`src/rtl/core/hsk_pkg.sv`:
```
// ----------------------------------------------------------------------------
// hsk_pkg
// Shared constants, controller states and control/status bundles of the
// hashed string key cache.
// ----------------------------------------------------------------------------
package hsk_pkg;

  localparam int SETS_DEF    = 256;
  localparam int WAYS_DEF    = 4;
  localparam int MAX_KEY_DEF = 64;
  localparam int HANDLE_BITS = 32;
  localparam int BYTE_W      = 8;
  localparam int HASH_W      = 32;

  typedef enum logic [7:0] {
    S_CLEAR = 8'b0000_0001,
    S_IDLE  = 8'b0000_0010,
    S_META  = 8'b0000_0100,
    S_LOAD  = 8'b0000_1000,
    S_SCAN  = 8'b0001_0000,
    S_TAIL  = 8'b0010_0000,
    S_HND   = 8'b0100_0000,
    S_RES   = 8'b1000_0000
  } hsk_state_t;

  typedef struct packed {
    logic accept;
    logic clear;
    logic meta_rd;
    logic load;
    logic issue;
    logic hnd_rd;
    logic res_load;
  } hsk_cmd_t;

  typedef struct packed {
    logic clr_done;
    logic long_key;
    logic ins;
    logic idx_last;
    logic out_busy;
  } hsk_stat_t;

endpackage

```
`src/rtl/core/hsk_ctrl.sv`:
```
// ----------------------------------------------------------------------------
// hsk_ctrl
// Controller: clearing pass, byte intake, set read, per-byte way scan or
// key copy, handle read and result hand-off.
// ----------------------------------------------------------------------------
module hsk_ctrl import hsk_pkg::*; (
  input  logic      clk,
  input  logic      rst,
  input  logic      in_valid,
  input  logic      key_last,
  input  hsk_stat_t st,
  output logic      in_ready,
  output hsk_cmd_t  ctl
);

  hsk_state_t state, state_next;

  always_ff @(posedge clk) begin
    if (rst) begin
      state <= S_CLEAR;
    end else begin
      state <= state_next;
    end
  end

  always_comb begin
    state_next = state;
    ctl        = '0;
    in_ready   = 1'b0;
    unique case (state)
      S_CLEAR: begin
        ctl.clear = 1'b1;
        if (st.clr_done) state_next = S_IDLE;
      end
      S_IDLE: begin
        in_ready   = 1'b1;
        ctl.accept = in_valid;
        if (in_valid && key_last) state_next = S_META;
      end
      S_META: begin
        if (st.long_key) begin
          state_next = st.ins ? S_IDLE : S_RES;
        end else begin
          ctl.meta_rd = 1'b1;
          state_next  = S_LOAD;
        end
      end
      S_LOAD: begin
        ctl.load   = 1'b1;
        state_next = S_SCAN;
      end
      S_SCAN: begin
        ctl.issue = 1'b1;
        if (st.idx_last) state_next = S_TAIL;
      end
      S_TAIL: begin
        state_next = st.ins ? S_IDLE : S_HND;
      end
      S_HND: begin
        ctl.hnd_rd = 1'b1;
        state_next = S_RES;
      end
      S_RES: begin
        if (!st.out_busy) begin
          ctl.res_load = 1'b1;
          state_next   = S_IDLE;
        end
      end
      default: state_next = S_CLEAR;
    endcase
  end

endmodule

```
`config.mk`:
```
export PLATFORM = sky130hd
export DESIGN_NAME = hsk_ctrl
export DESIGN_NICKNAME = d
export VERILOG_FILES = /design/src/rtl/core/hsk_pkg.sv /design/src/rtl/core/hsk_ctrl.sv
export SDC_FILE = /design/constraint.sdc
export NUM_CORES = 1
export LEC_CHECK = 0
export ABC_AREA = 1
export CORE_AREA = 2 2 42 44
export DETAILED_ROUTE_END_ITERATION = 16
export DIE_AREA = 0 0 44 46
export DONT_BUFFER_PORTS = 1
export GPL_ROUTABILITY_DRIVEN = 0
export SYNTH_ARGS = -nofsm -noshare
export SYNTH_HDL_FRONTEND = slang
export SYNTH_SLANG_ARGS = --single-unit
```
`constraint.sdc`:
```
create_clock -name clk -period 1 [get_ports clk]
set_input_delay 0.2 -clock clk [delete_from_list [all_inputs] [get_ports clk]]
set_output_delay 0.2 -clock clk [all_outputs]
set_load 0.05 [all_outputs]
```
==> results of run 1 <==
-- power groups by stage --
stage	Combinational [mW]	Clock, mW	Sequential [mW]
finish	1.74	0.257	0.456
global route	1.84	0.273	0.464
CTS	1.55	0.249	0.449
detailed placement	1.15	0	0.436
global placement	1.13	0	0.432
floorplan	0.820	0	0.431
-- worst min-delay path by stage --
stage | end | slack, ns | depth (start not counted)
2_1_floorplan | state[1] | 0.26 | 1
3_3_place_gp | state[1] | 0.27 | 1
3_5_place_dp | state[1] | 0.26 | 1
4_1_cts | state[2] | 0.006 | 1
5_1_grt | state[7] | 0.17 | 3
6_report | state[0] | 0.17 | 2
-- routing by layer --
layer	wire length, um	GRT usage [%]	part of all wire [%]
met2	1280	37.9	53
met5	0	0	0
met1	941	27.6	39
met3	111	3.17	4.6
met4	71	10.9	2.9
-- Yosys cell counts --
master | n | area, um^2
nand3_2 | 4 | 40.0
nor2_1 | 13 | 48.8
nand3b_2 | 1 | 11.3
nor3_1 | 3 | 15.0
nor2_8 | 1 | 20.0
nand4_1 | 1 | 6.26
nor4_1 | 1 | 6.26
o211ai_1 | 1 | 7.51
dfxtp_1 | 8 | 160
inv_2 | 4 | 15.0
inv_1 | 15 | 56.3
nand3_1 | 8 | 40.0
nand2_4 | 2 | 22.5
nor2_2 | 6 | 37.5
nand2_2 | 3 | 18.8
nand3b_1 | 1 | 7.51
nor3_2 | 1 | 10.0
o21ai_1 | 1 | 5.00
inv_4 | 1 | 6.26
a21oi_1 | 1 | 5.00
nand2_1 | 19 | 71.3
-- final cells by class --
cell class,count,area (um^2),share of cell area [%]
well taps,17,21.3,1.58
flip-flops and latches,8,173,12.8
inverters,20,92.6,6.86
multi-input cells,67,587,43.5
clock buffers,3,22.5,1.67
repair buffers,46,453,33.6
-- timing repair --
item                                    CTS  global route
setup buffers                            12             8
hold buffers                              2             2
endpoints found under the setup margin   15            16
gates cloned                              0             0
pin swaps                                11             6
gates resized for setup                  23            14
hold endpoints to repair                  2             2
-- logic make-up (layout without fill, tap and decap cells) --
logic type	after synthesis	in the layout	synth area share (%)
buf+inv	20	69	12.7
flops	8	8	26.2
compound gates	3	3	2.87
simple gates	64	64	58.2
==> impl_metrics.tcl, run 1 <==
set metrics [dict create \
    final_cell_mix "buf_4 (30), nor2_4 (12), nand2_1 (11)" \
    r2r_slack_ns -0.38 \
    largest_register_ffs 8 \
    cts-buffers-inserted 3 \
    ys_types 21 \
    path_delay_family "simple AND/OR/NAND/NOR gates" \
    io_buffer_count 0 \
    power.net_switching_mw 1.13 \
    drive_gt1_share_pct 75.0 \
    hp-class "input port to register" \
    run_status "complete, but fails checks" \
    cp.arrival_ns 1.28 \
    die_w_um 44 \
    timing.final.crit_period_ns 1.48 \
    cp_cell_sequence "inv_2 -> nand2_4 -> nor2_8 -> nand2_4 -> nor2_4 -> buf_12" \
    largest-register "state" \
    max_stage_delay_ns 0.33 \
    setup_violations 15 \
    vias_per_cell 4.98 \
    grt_max_degree 6 \
    core_region_area_um2 1610 \
    grt_util_all_layers_pct 22.4 \
    antenna_found_initial 0 \
    regToRegEndpoint "state[0]" \
    violations "negative setup slack" \
    ys_seq_area_share_pct 26.2 \
    power_density_nw_per_um2 1820 \
    tightest_slew_ns 0.220 \
    syn_inst 95 \
    drc 0 \
    top_regs "state x8" \
    cp-end-kind "output port" \
    dp_hpwl_mm 1.33 \
    nets 155 \
    ant_nets 0 \
    place_ws_ns -0.252 \
    hp-start "rst" \
    vdd_ir_drop_max_uv 1300 \
    start_util_pct 37.8 \
    slowest_stage "dfxtp_2" \
    drt-initial-drc-count 22 \
    crit_path_frequent_cell "nand2_4" \
    firstDrtPassIters 4 \
    rr_startpoint "state[5]" \
    final_util_pct 83.6 \
    clkTransAtPathRegs_ns 0.06 \
    grt_setup_unrepaired "yes" \
    path_class "register to output port" \
    fin_cells 161 \
    design.die.area_um2 2020 \
    vias 801 \
    power.share.sequential_pct 18.6 \
    clkLatencyLatePin_ns 0.27 \
    synth_seq_cells 8 \
    num-fill-cells 85 \
    place_area_um2 993 \
    total_power_mw 2.45 \
    finalHoldViolations 0 \
    holdWs_ns 0.170 \
    critPathRequiredTime_ns 0.80 \
    crit_start "state[7]" \
    drv_slew 0 \
    combPwrFrac_pct 71.0 \
    place_inst 135 \
    avgSynthCellArea_um2 6.43 \
    finalClockSkew_ns 0.0108 \
    core.rowCount 15 \
    relSlewSlack_pct 85.2 \
    switching_share_pct 46.0 \
    grt_pass1_vias 774 \
    routedWlPerCell_um 15.0 \
    htree_levels 1 \
    finalSetupTns_ns -5.79 \
    cp.depth 6 \
    max_cap_viol_count 0 \
    syn_to_final_growth_pct 121 \
    worst-path-max-fanout 5 \
    wirelength_mm 2.41 \
    syn-num-nets 104 \
    ioPinCount 17 \
    synth_area_um2 611 \
    startpoint_type "register" \
    antennaDiodeCount 0 \
    grt_overflow 0 \
    clock-sinks 8 \
    synth-warning-count 0 \
    critPathCapture "ctl[6]" \
    p_leak_nw 0.638 \
    p_clk_share_pct 10.5 \
    grt_pass1_wl_mm 3.29 \
    final_area_um2 1350 \
    crit_buf_inv 2 \
    final_common_cell "buf_4" \
    setup_ws_ns -0.480 \
    cts.root.buffer_cell "clkbuf_4" \
    r2r_cells 10 \
    cts_tree "yes" \
    finalCritPeriodShare_pct 148 \
    clockBufferDepth 2 \
    dieHeight_um 46 \
    fmax_mhz 676 \
    power.internal_mw 1.32 \
]
No activity file was read; power rests on OpenSTA's default activity.
==> inputs of run 2 (changes only) <==
--- a/config.mk
+++ b/config.mk
@@ -11,6 +11,7 @@
 export DIE_AREA = 0 0 44 46
 export DONT_BUFFER_PORTS = 1
 export GPL_ROUTABILITY_DRIVEN = 0
+export GPL_TIMING_DRIVEN = 0
 export SYNTH_ARGS = -nofsm -noshare
 export SYNTH_HDL_FRONTEND = slang
 export SYNTH_SLANG_ARGS = --single-unit
==> run 2 against run 1 <==
Effect of this change: the run still ends with negative setup slack left; global-route usage down 2.9 points; combinational power decreased by 26%; setup slack lost 0.036 ns; non-clock buffer count decreased by 26; cell count shrank 16%; via count is 14% lower; largest power group unchanged; flip-flop and latch count unchanged; highest routed layer unchanged; clock skew shrank 0.0087 ns; largest cell class unchanged.
==> impl_metrics.tcl, run 2 (synthesis results as in run 1) <==
set metrics [dict create \
    vdd_ir_drop_max_uv 1180 \
    cts_tree "yes" \
    r2r_slack_ns -0.50 \
    grt_pass1_wl_mm 2.79 \
    clkTransAtPathRegs_ns 0.05 \
    power.internal_uw 991 \
    num-fill-cells 147 \
    path_class "register to output port" \
    max_cap_viol_count 0 \
    power.net_switching_uw 993 \
    drive_gt1_share_pct 67.8 \
    setup_ws_ns -0.516 \
    start_util_pct 37.8 \
    worst-path-max-fanout 3 \
    largest_register_ffs 8 \
    drc 0 \
    firstDrtPassIters 4 \
    routedWlPerCell_um 14.7 \
    drv_slew 0 \
    hp-class "input port to register" \
    startpoint_type "register" \
    clkLatencyLatePin_ns 0.27 \
    antennaDiodeCount 0 \
    slowest_stage "dfxtp_4" \
    p_clk_share_pct 13.1 \
    fmax_mhz 660 \
    grt_util_all_layers_pct 19.4 \
    power.share.sequential_pct 22.5 \
    run_status "complete, but fails checks" \
    final_util_pct 66.5 \
    relSlewSlack_pct 72.3 \
    critPathRequiredTime_ns 0.80 \
    total_power_mw 1.98 \
    power_density_nw_per_um2 1850 \
    switching_share_pct 50.0 \
    vias 691 \
    tightest_slew_ns 0.415 \
    grt_setup_unrepaired "yes" \
    multi_input_area_um2 582 \
    dieHeight_um 46 \
    antenna_found_initial 0 \
    die_w_um 44 \
    finalHoldViolations 0 \
    top_regs "state x8" \
    place_inst 112 \
    timing.final.crit_period_ns 1.52 \
    combPwrFrac_pct 64.4 \
    clockBufferDepth 2 \
    grt_max_degree 5 \
    p_leak_nw 0.462 \
    vias_per_cell 5.12 \
    register_area_um2 180 \
    cts.root.buffer_cell "clkbuf_4" \
    cp_cell_sequence "inv_4 -> nand2_4 -> nor2_4 -> nand2_4 -> nor2_4" \
    path_delay_family "simple AND/OR/NAND/NOR gates" \
    final_cell_mix "nand2_1 (14), buf_4 (14), nor2_4 (13)" \
    syn_to_final_growth_pct 75.8 \
    clock-sinks 8 \
    setup_violations 16 \
    largest-register "state" \
    violations "negative setup slack" \
    drt-initial-drc-count 7 \
    ioPinCount 17 \
    htree_levels 1 \
    core_region_area_um2 1610 \
    wirelength_mm 1.98 \
    fin_cells 135 \
    cp.arrival_ns 1.32 \
    ant_nets 0 \
    grt_pass1_vias 663 \
    nets 129 \
    max_stage_delay_ns 0.36 \
    finalCritPeriodShare_pct 152 \
    crit_buf_inv 1 \
    dp_hpwl_mm 1.17 \
    io_buffer_count 0 \
    cts-buffers-inserted 3 \
    finalClockSkew_ns 0.00205 \
    grt_overflow 0 \
    core.rowCount 15 \
    cp-end-kind "output port" \
    design.die.area_um2 2020 \
]
[run 2: metrics by stage]
stage	cell area, um^2	hold slack (ns)	setup slack [ns]	TNS, ns
5_1_grt	1070	0.151	-0.572	-6.82
4_1_cts	972	0.00164	-0.517	-5.56
3_3_place_gp	746	0.268	-0.338	-3.37
2_1_floorplan	724	0.262	-0.235	-2.20
6_report	1070	0.124	-0.516	-5.79
3_5_place_dp	746	0.265	-0.343	-3.47
[run 2: path summary, 6_finish.rpt]
kind	depth (start not counted)	from	end
max reg2reg	11	state[5]	state[1]
min reg2reg	4	state[5]	state[6]
min	2	rst	state[0]
max	5	state[2]	ctl[6]
[run 2: power by group through the flow]
stage	logic (mW)	registers, mW	clock network [mW]
finish	1.28	0.446	0.260
floorplan	0.820	0.431	0
CTS	1.12	0.443	0.259
detailed placement	0.919	0.440	0
global placement	0.918	0.437	0
global route	1.38	0.455	0.279
[run 2: cell type report]
type / instances / area share, %
clock buffers: 3 / 2.10
inverters: 20 / 9.32
multi-input cells: 67 / 54.2
flip-flops and latches: 8 / 16.8
well taps: 17 / 1.98
repair buffers: 20 / 15.6
[run 2: routing by layer]
layer,GRT usage (%),share of wire [%]
met4,11.5,2.1
met5,0,0
met3,3.97,4.3
met2,31.8,57
met1,23.4,36
[run 2: timing repair]
item / CTS / global route
endpoints found under the hold margin: 3 / 2
setup buffers: 15 / 2
pin swaps: 17 / 10
hold buffers: 1 / 3
gates resized for setup: 23 / 14
endpoints found under the setup margin: 15 / 16
